## src/rtl/brsi_pkg.sv

```systemverilog
// Shared constants and types for the block range index stepper.
package brsi_pkg;

	localparam int ID_W        = 48;
	localparam int COUNT_BITS  = 12;
	localparam int NUM_COUNTS  = 4;
	localparam int MAX_DIMS    = 4;
	localparam int DIMS_W      = 3;
	localparam int GTOT_W      = 11;
	localparam int GIDX_W      = 10;
	localparam int CFG_IDX_W   = 3;
	localparam int CFG_DATA_W  = 12;
	localparam int DIG_W       = $clog2(NUM_COUNTS);
	localparam int BITS_PER_ST = 8;
	localparam int ST_PER_DIV  = ID_W / BITS_PER_ST;
	localparam int DIV_ST      = (NUM_COUNTS - 1) * ST_PER_DIV;
	localparam int BIT_CNT_W   = $clog2(ID_W);
	localparam int PROD_IN_W   = 36;

	localparam logic [CFG_IDX_W-1:0] REG_DIMS    = 3'd0;
	localparam logic [CFG_IDX_W-1:0] REG_COUNT_0 = 3'd1;
	localparam logic [CFG_IDX_W-1:0] REG_COUNT_1 = 3'd2;
	localparam logic [CFG_IDX_W-1:0] REG_COUNT_2 = 3'd3;
	localparam logic [CFG_IDX_W-1:0] REG_COUNT_3 = 3'd4;
	localparam logic [CFG_IDX_W-1:0] REG_GTOTAL  = 3'd5;
	localparam logic [CFG_IDX_W-1:0] REG_GINDEX  = 3'd6;

	typedef enum logic [2:0] {
		ST_MUL,
		ST_DIV,
		ST_FIRST,
		ST_LAST,
		ST_IDLE
	} setup_state_t;

	typedef struct packed {
		logic                                     busy;
		logic                                     single;
		logic                                     empty;
		logic [DIMS_W-1:0]                        dused;
		logic [GIDX_W-1:0]                        gidx;
		logic [ID_W-1:0]                          first;
		logic [ID_W-1:0]                          last;
		logic [NUM_COUNTS-1:0][COUNT_BITS-1:0]    count;
	} cfg_t;

	typedef struct packed {
		logic                                     ok;
		logic [ID_W-1:0]                          id;
		logic [ID_W-1:0]                          rest;
		logic [COUNT_BITS-1:0]                    rem;
		logic [NUM_COUNTS-1:0][COUNT_BITS-1:0]    coord;
	} stage_t;

endpackage

```

## src/rtl/brsi_ifs.sv

```systemverilog


interface brsi_cfg_if;
	logic                            valid;
	logic                            ready;
	logic [brsi_pkg::CFG_IDX_W-1:0]  index;
	logic [brsi_pkg::CFG_DATA_W-1:0] data;
	modport source (output valid, index, data, input ready);
	modport sink (input valid, index, data, output ready);
endinterface

```

## src/rtl/brsi_cfg.sv

```systemverilog
// Configuration registers and the sequencer that works out this group's id range.
module brsi_cfg (
	input  logic          clk,
	input  logic          arst_n,
	brsi_cfg_if.sink      cfg,
	output brsi_pkg::cfg_t cfg_st
);
	import brsi_pkg::*;

	logic [DIMS_W-1:0]                     dims_q;
	logic [NUM_COUNTS-1:0][COUNT_BITS-1:0] count_q;
	logic [GTOT_W-1:0]                     gtot_q;
	logic [GIDX_W-1:0]                     gidx_q;

	setup_state_t          state_q, state_d;
	logic [DIG_W-1:0]      step_q;
	logic [BIT_CNT_W-1:0]  bit_q;
	logic [ID_W-1:0]       prod_q;
	logic [ID_W-1:0]       quo_q;
	logic [GTOT_W-1:0]     rem_q;
	logic [ID_W-1:0]       first_q;
	logic [ID_W-1:0]       last_q;
	logic                  empty_q;

	logic                  wr;
	logic [DIMS_W-1:0]     dused;
	logic [PROD_IN_W-1:0]  base;
	logic [COUNT_BITS-1:0] factor;
	logic [GTOT_W:0]       trial;
	logic                  ge;
	logic [BIT_CNT_W-1:0]  bit_idx;
	logic                  many;
	logic                  empty_c;
	logic [ID_W-1:0]       last_c;
	logic [ID_W-1:0]       first_c;
	logic [ID_W-1:0]       extra;
	logic                  busy;

	localparam logic [BIT_CNT_W-1:0] TOP_BIT = BIT_CNT_W'(ID_W - 1);
	localparam logic [DIG_W-1:0]     LAST_STEP = DIG_W'(NUM_COUNTS - 1);

	assign cfg.ready = 1'b1;
	assign wr        = cfg.valid;
	assign dused     = (dims_q > DIMS_W'(MAX_DIMS)) ? DIMS_W'(MAX_DIMS) : dims_q;

	assign base    = (step_q == '0) ? PROD_IN_W'(1) : prod_q[PROD_IN_W-1:0];
	assign factor  = ({1'b0, step_q} < dused) ? count_q[step_q] : COUNT_BITS'(1);
	assign bit_idx = TOP_BIT - bit_q;
	assign trial   = {rem_q, prod_q[bit_idx]};
	assign ge      = trial >= {1'b0, gtot_q};

	always_comb begin
		many    = {{(ID_W-GTOT_W){1'b0}}, gtot_q} > prod_q;
		empty_c = (gtot_q == '0) || (prod_q == '0);
		if (many) begin
			empty_c = empty_c || ({{(ID_W-GIDX_W){1'b0}}, gidx_q} >= prod_q);
		end else begin
			empty_c = empty_c || ({1'b0, gidx_q} >= gtot_q);
		end
		extra = ({1'b0, gidx_q} == gtot_q - GTOT_W'(1)) ?
			{{(ID_W-GTOT_W){1'b0}}, rem_q} : '0;
		if (many) begin
			first_c = {{(ID_W-GIDX_W){1'b0}}, gidx_q};
			last_c  = first_c;
		end else begin
			first_c = first_q;
			last_c  = first_q + quo_q - ID_W'(1) + extra;
		end
	end

	always_comb begin
		state_d = state_q;
		case (state_q)
			ST_MUL:   if (step_q == LAST_STEP) state_d = ST_DIV;
			ST_DIV:   if (bit_q == TOP_BIT) state_d = ST_FIRST;
			ST_FIRST: state_d = ST_LAST;
			ST_LAST:  state_d = ST_IDLE;
			ST_IDLE:  state_d = ST_IDLE;
			default:  state_d = ST_MUL;
		endcase
		if (wr) state_d = ST_MUL;
	end

	always_comb begin
		case (state_q)
			ST_IDLE: busy = 1'b0;
			default: busy = 1'b1;
		endcase
	end

	always_ff @(posedge clk or negedge arst_n) begin
		if (!arst_n) begin
			dims_q  <= DIMS_W'(1);
			count_q <= {NUM_COUNTS{COUNT_BITS'(1)}};
			gtot_q  <= GTOT_W'(1);
			gidx_q  <= '0;
			state_q <= ST_MUL;
			step_q  <= '0;
			bit_q   <= '0;
		end else begin
			state_q <= state_d;
			if (wr) begin
				case (cfg.index)
					REG_DIMS:    dims_q     <= cfg.data[DIMS_W-1:0];
					REG_COUNT_0: count_q[0] <= cfg.data[COUNT_BITS-1:0];
					REG_COUNT_1: count_q[1] <= cfg.data[COUNT_BITS-1:0];
					REG_COUNT_2: count_q[2] <= cfg.data[COUNT_BITS-1:0];
					REG_COUNT_3: count_q[3] <= cfg.data[COUNT_BITS-1:0];
					REG_GTOTAL:  gtot_q     <= cfg.data[GTOT_W-1:0];
					REG_GINDEX:  gidx_q     <= cfg.data[GIDX_W-1:0];
					default: ;
				endcase
				step_q <= '0;
				bit_q  <= '0;
			end else begin
				if (state_q == ST_MUL) step_q <= step_q + DIG_W'(1);
				if (state_q == ST_DIV) bit_q <= bit_q + BIT_CNT_W'(1);
			end
		end
	end

	always_ff @(posedge clk) begin
		case (state_q)
			ST_MUL: begin
				prod_q <= ID_W'(base * factor);
				rem_q  <= '0;
				quo_q  <= '0;
			end
			ST_DIV: begin
				rem_q <= ge ? GTOT_W'(trial - {1'b0, gtot_q}) : trial[GTOT_W-1:0];
				quo_q <= {quo_q[ID_W-2:0], ge};
			end
			ST_FIRST: first_q <= ID_W'(quo_q * gidx_q);
			ST_LAST: begin
				empty_q <= empty_c;
				first_q <= first_c;
				last_q  <= last_c;
			end
			default: ;
		endcase
	end

	assign cfg_st.busy   = busy;
	assign cfg_st.single = (dused == '0);
	assign cfg_st.empty  = empty_q;
	assign cfg_st.dused  = dused;
	assign cfg_st.gidx   = gidx_q;
	assign cfg_st.first  = first_q;
	assign cfg_st.last   = last_q;
	assign cfg_st.count  = count_q;

endmodule

```

## src/flat_wrapper.sv

```systemverilog
// flat-port wrapper written by rule: the top's interface ports become plain ports
module brsi_cfg_flat import brsi_pkg::*;
  (clk, arst_n, cfg_st, cfg_valid, cfg_index, cfg_data, cfg_ready);
  brsi_cfg_if cfg_i ();
  input  logic clk;
  input  logic arst_n;
  output brsi_pkg::cfg_t cfg_st;
  input wire logic [$bits(cfg_i.valid)-1:0] cfg_valid;
  input wire logic [$bits(cfg_i.index)-1:0] cfg_index;
  input wire logic [$bits(cfg_i.data)-1:0] cfg_data;
  output wire logic [$bits(cfg_i.ready)-1:0] cfg_ready;
  assign cfg_i.valid = cfg_valid;
  assign cfg_i.index = cfg_index;
  assign cfg_i.data = cfg_data;
  assign cfg_ready = cfg_i.ready;
  brsi_cfg u_core (.clk(clk), .arst_n(arst_n), .cfg(cfg_i), .cfg_st(cfg_st));
endmodule
```

## config.mk

```make
export PLATFORM = sky130hd
export DESIGN_NAME = brsi_cfg_flat
export DESIGN_NICKNAME = d
export VERILOG_FILES = /design/src/rtl/brsi_pkg.sv /design/src/rtl/brsi_ifs.sv /design/src/rtl/brsi_cfg.sv /design/src/flat_wrapper.sv
export SDC_FILE = /design/constraint.sdc
export NUM_CORES = 2
export LEC_CHECK = 0
export BUFFER_PORTS_ARGS = -buffer_cell sky130_fd_sc_hd__buf_2
export CAP_MARGIN = 10
export CORE_MARGIN = 2
export CORE_UTILIZATION = 25
export DETAILED_ROUTE_END_ITERATION = 10
export SLEW_MARGIN = 10
export SYNTH_ARGS = -nofsm -noshare
export SYNTH_HDL_FRONTEND = slang
export SYNTH_SLANG_ARGS = --single-unit
```

## constraint.sdc

```tcl
create_clock -name clk -period 7.09 [get_ports clk]
set_input_delay 0.3545 -clock clk [delete_from_list [all_inputs] [get_ports clk]]
set_output_delay 0.3545 -clock clk [all_outputs]
set_load 0.005 [all_outputs]
```

# Word-level counts from Yosys, hierarchy flattened
# Cells that the tools add are included.
[totals]
register_bits = 287
inputBits = 18
[op_classes]
addsub = 8
mul = 2
n_lt_le_gt_ge = 8
n_eq_ne = 16
muxes = 24
reduce_logical = 23
[op_table]
columns = ["cell", "n"]
rows = [
  ["$pmux W48 S2", 2],
  ["$add A48 B11 Y48", 1],
  ["$add A48 B48 Y48", 1],
  ["$ge A10 B48 Y1", 1],
  ["$gt A11 B48 Y1", 1],
  ["$logic_not A48 Y1", 1],
  ["$mul A36 B12 Y48", 1],
  ["$mul A48 B10 Y48", 1],
  ["$mux W48", 1],
  ["$sub A48 B1 Y48 const B", 1],
  ["$mux W36", 1],
  ["$bmux W12 S2", 1],
  ["$mux W12", 2],
  ["$mux W11", 2],
  ["$pmux W11 S2", 1],
  ["$reduce_and A2 Y1", 9],
  ["$eq A3 B2 Y1 const B", 4],
  ["$eq A3 B3 Y1 const B", 4],
  ["$ge A12 B11 Y1", 1],
  ["$mux W3", 4],
  ["$mux W6", 2],
  ["$pmux W3 S4", 1],
  ["$eq A10 B11 Y1", 1],
  ["$ge A10 B11 Y1", 1],
  ["other kinds (24)", 36],
]

# Longest topological paths before layout
[logic_depth]
depth_word = 6
mapped_depth = 30

# Worst setup path after synthesis
# Ideal clock, no wire load.
[synth_timing]
path_kind = "flip-flop to flip-flop"
startpoint = "register u_core.step_q[1]"
endpoint = "register u_core.prod_q[37], data pin"
setup_time_ps = 259
t_arrival_ps = 6808
required_ps = 6831
path_slack_ps = 23
stages_incl_launch_ff = 27
synth_period_minus_slack_ps = 7067
cell_sequence = "dfrtp_1 > clkbuf_1 > clkbuf_1 > inv_1 > ha_1 > clkbuf_1 > clkbuf_1 > nor2_1 > nand2_1 > fa_1 > fa_1 > fa_1 > inv_1 > fa_1 > inv_1 > fa_1 > inv_1 > ha_1 > or3_4 > o2111ai_2 > a21o_1 > nor3_1 > or4_1 > o211ai_2 > o21ai_2 > a31oi_1 > xnor2_1"
[synth_via]
elab_chain_cells = 4
word_cells_on_any_way = 7
cone_classes = "mul (1); order compare (1); mux (4); reduce/logical (1)"
[synth_rtl]
columns = ["element", "line", "source"]
rows = [
  ["from (decl)", "brsi_cfg.sv:16", "logic [DIG_W-1:0] step_q;"],
  ["from (signal assigned)", "brsi_cfg.sv:116", "if (state_q == ST_MUL) step_q <= step_q + DIG_W'(1);"],
  ["$bmux W12 S2", "brsi_cfg.sv:47", "assign factor = ({1'b0, step_q} < dused) ? count_q[step_q] : COUNT_BITS'(1);"],
  ["$mux W12 (implied by the code)", "brsi_cfg.sv:47", ""],
  ["$mux W12", "brsi_cfg.sv:47", ""],
  ["$mul A36 B12 Y48 (*)", "brsi_cfg.sv:125", "prod_q <= ID_W'(base * factor);"],
  ["to (signal assigned)", "brsi_cfg.sv:125", ""],
  ["to (decl)", "brsi_cfg.sv:18", "logic [ID_W-1:0] prod_q;"],
]
# Mark *: on every way between the ends. The rest lies on a longest branch, timed or not. The select of a mux whose other input is x is not followed.
# A chain may end at the register's enable or synchronous reset.

# Worst setup path in the final report
[layout_timing]
startpoint = "register u_core.dims_q[2]"
endpoint = "register u_core.prod_q[46], data pin"
[layout_via]
elab_chain_cells = 5
[layout_rtl]
columns = ["element", "line", "source"]
rows = [
  ["from (decl)", "brsi_cfg.sv:10", "logic [DIMS_W-1:0] dims_q;"],
  ["from (signal assigned)", "brsi_cfg.sv:104", "REG_DIMS: dims_q <= cfg.data[DIMS_W-1:0];"],
  ["$gt A3 B3 Y1", "brsi_cfg.sv:44", "assign dused = (dims_q > DIMS_W'(MAX_DIMS)) ? DIMS_W'(MAX_DIMS) : dims_q;"],
  ["$mux W3 (*)", "brsi_cfg.sv:44", ""],
  ["$lt A2 B3 Y1 (*)", "brsi_cfg.sv:47", ""],
  ["$mux W12 (*)", "brsi_cfg.sv:47", ""],
  ["$mul A36 B12 Y48 (*)", "brsi_cfg.sv:125", ""],
]
# Mark *: on every way between the ends. The rest lies on a longest branch, timed or not.

==> results_dict.tcl <==
set metrics [dict create \
    crit_path_max_incr_delay_ps 560 \
    hold_depth 2 \
    holdWs_ps 111 \
    grt_pass1_wl_mm 194 \
    dp.cells 6990 \
    arrival_ps 7270 \
    tns_ps 0 \
    grt_max_degree 84 \
    core_area_um2 171000 \
    die_y_um 419 \
    grt_pass1_vias 34000 \
    synth_top_area_share_pct 31.6 \
    place.gp.congestion 0.877 \
    synth_edf_count 204 \
    drive_above_1_share_pct 12.8 \
    top_layer "met5" \
    finalWirelength_mm 124 \
    drv_cap 0 \
    seqPwrFrac_pct 17.4 \
    drtIter0Drc 2041 \
    antenna_found_initial 1 \
    track_usage_pct 14.0 \
    p_sw_w 0.00759 \
    muxShareOfSynthArea_pct 3.63 \
    p_comb_share_pct 68.3 \
    synthAdderAreaFrac_pct 41.1 \
    critical_path.slowest_cell "fa_1" \
    syn_inst 4629 \
    wl_met1_mm 53.7 \
    fin_skew_ps 36.5 \
    row_count 152 \
    finalPower_w 0.0159 \
    cp.depth 27 \
    avgSynthCellArea_um2 9.28 \
    cpMostUsedCell "fa_1" \
    ant_nets 0 \
    yosys.area_share.xor_xnor_pct 3.28 \
    hpwl_mm 96.6 \
    vdd_drop_max_mv 0.268 \
    final.period_utilization_pct 97.7 \
    worst_pin_slew_ps 1060 \
    yosys.area_share.simple_pct 15.5 \
    synth_fp_nets 5652 \
    cp_num_buf_inv 6 \
    avgRoutedWirePerCell_um 17.5 \
    synth_cell_type_count 83 \
    fmax_ghz 0.144 \
    root_buffer "clkbuf_16" \
    ys_ff_latch 287 \
    synthTopCellsByArea "fa_1, edfxtp_1, ha_1" \
    p_per_area_nw_per_um2 322 \
    dr_wl_met2_mm 60.5 \
    path_clk_slew_ps 60 \
    start_util_pct 25.1 \
    areaGrowthSynthToFinish_pct 14.6 \
    p_int_w 0.00827 \
    insertion_delay_ps 620 \
    synthFlopType "edfxtp_1" \
    end_kind "flop" \
    synth_top_area_cell "fa_1" \
    instances_no_fill 7084 \
    maxSlewViolCount 0 \
    hold_viol 0 \
    ys_seq_area_share_pct 19.1 \
    avgViaCountPerCell 4.58 \
    synthArstFlopShare_pct 28.9 \
    die_w_um 419 \
    finalCriticalPeriod_ps 6930 \
    io_pins 179 \
    worst_slew_margin_rel_pct 29.7 \
    firstDrtPassIters 5 \
    rsz0062_at_grt "yes" \
    cp.required_ps 7430 \
    synth_top_family_by_area "adder cells" \
    numPortBuffers 177 \
    numCtsBuffers 42 \
    critical_path.top_delay_family "adder cells" \
    status "finished, final reports clean" \
    setup.worst_path.class "flop to flop" \
    synth_area_um2 43000 \
    r2r_cells 27 \
    clock-sinks 287 \
    cp_max_fo 6 \
    htreeDepth 2 \
    drc 0 \
    setup_viol 0 \
    antenna_cells 0 \
    synth-compound-area-share_pct 7.64 \
    wl_met3_mm 6.42 \
    p_leak_nw 23.2 \
    dieArea_um2 175000 \
    final_cell_area_um2 49200 \
    start_kind "flop" \
    placed_cell_area_um2 47400 \
    num_vias 32500 \
    clkPwrFrac_pct 14.3 \
    nets 5842 \
    grt.overflow.total 0 \
    holdCritPathClass "input pin to flop" \
    tritoncts "built" \
    yosysWarnings 0 \
    p_sw_share_pct 47.8 \
    clk_path_buf_depth 3 \
]
[routing by layer]
metal,vias to the layer above,track usage (%)
li1,14900,-
met1,16500,18.5
met2,881,24.1
met3,174,1.89
met4,2,3.62
met5,-,0
[synthesized netlist by cell type (all sizes together), types with 4 or more instances]
| master | n |
|---|---|
| a211o | 6 |
| a211oi | 18 |
| a21boi | 11 |
| a21o | 106 |
| a21oi | 131 |
| a221oi | 5 |
| a31o | 4 |
| a31oi | 20 |
| a41oi | 4 |
| and2 | 179 |
| and3 | 51 |
| and4 | 4 |
| buf | 32 |
| clkbuf | 194 |
| dfrtp | 77 |
| dfstp | 6 |
| edfxtp | 204 |
| fa | 678 |
| ha | 327 |
| inv | 878 |
| mux2 | 78 |
| mux2i | 14 |
| mux4 | 24 |
| nand2 | 669 |
| nand2b | 49 |
| nand3 | 41 |
| nand4 | 24 |
| nand4b | 5 |
| nor2 | 316 |
| nor2b | 52 |
| nor3 | 38 |
| nor3b | 7 |
| nor4 | 13 |
| o2111ai | 4 |
| o211ai | 16 |
| o21a | 26 |
| o21ai | 81 |
| o21bai | 18 |
| o221ai | 5 |
| o31ai | 7 |
| or2 | 6 |
| or3 | 6 |
| xnor2 | 97 |
| xor2 | 64 |
[timing repair]
item	4_1_cts	5_1_grt
pin swaps	0	20
gates cloned	0	6
hold endpoints to repair	81	0
buffers inserted	0	10
hold buffers	2	0
setup endpoints to repair	3	18
gates resized for setup	3	54
[state kept, by name, summed over array words and instances, names as in the netlist]
signal,count
u_core.cfg_st,48
u_core.first_q,48
u_core.last_q,48
u_core.prod_q,48
u_core.quo_q,48
u_core.gtot_q,11
u_core.rem_q,11
u_core.gidx_q,10
u_core.bit_q,6
u_core.dims_q,3
u_core.state_q,3
u_core.step_q,2
u_core.empty_q,1
[cell families (layout without fill, tap and decap cells)]
family,Yosys count,in the layout
adder cells (fa/ha/maj),1005,1005
other,1,1
AO/OA/AOI/OAI,490,490
buffers and inverters,1104,1325
flip-flops,287,287
AND/OR/NAND/NOR,1465,1466
XOR/XNOR,161,161
multiplexers,116,116
[worst paths after layout]
| check | from | to | slack, ps |
|---|---|---|---|
| max | u_core.dims_q[2] | u_core.prod_q[46] | 160 |
| min | cfg_data[8] | u_core.cfg_st[32] | 110 |
| max reg2reg | u_core.dims_q[2] | u_core.prod_q[46] | 160 |
| min reg2reg | u_core.cfg_st[15] | u_core.cfg_st[15] | 530 |
| max in group asynchronous | arst_n | u_core.gidx_q[1] | 5850 |
| min in group asynchronous | arst_n | u_core.cfg_st[29] | 510 |
[power groups by stage]
stage	Clock, W	Combinational (W)	Sequential [W]
floorplan	0	0.00686	0.00251
global placement	0	0.0103	0.00278
detailed placement	0	0.0104	0.00278
CTS	0.00234	0.0105	0.00275
global route	0.00239	0.0121	0.00278
finish	0.00227	0.0108	0.00276
[metrics by stage]
stage | utilization [%] | worst slack [ps]
3_3_place_gp | 27.7 | -49.8
6_report | 28.8 | 164
3_5_place_dp | 27.7 | -74.3
5_1_grt | 28.8 | -102
4_1_cts | 28.5 | 22.2
2_1_floorplan | - | 23.1
[layout by cell type, fill, tap and decap left out, types with 48 or more instances in the layout]
cell	count
a21o_1	106
a21oi_1	126
and2_1	176
and3_1	50
buf_2	176
buf_4	170
dfrtp_1	70
edfxtp_1	204
fa_1	674
ha_1	325
inv_1	877
mux2_2	78
nand2_1	666
nand2b_1	48
nor2_1	309
nor2b_1	48
o21ai_0	66
xnor2_1	97
xor2_1	64
[final cells by class]
type | instances | area [um^2]
well taps | 2233 | 2790
repair buffers | 371 | 2640
clock inverters | 21 | 269
fillers | 18000 | 122000
multi-input cells | 3239 | 30900
clock buffers | 55 | 1160
inverters | 878 | 3300
flip-flops and latches | 287 | 8220
No activity file was read; power rests on OpenSTA's default activity.
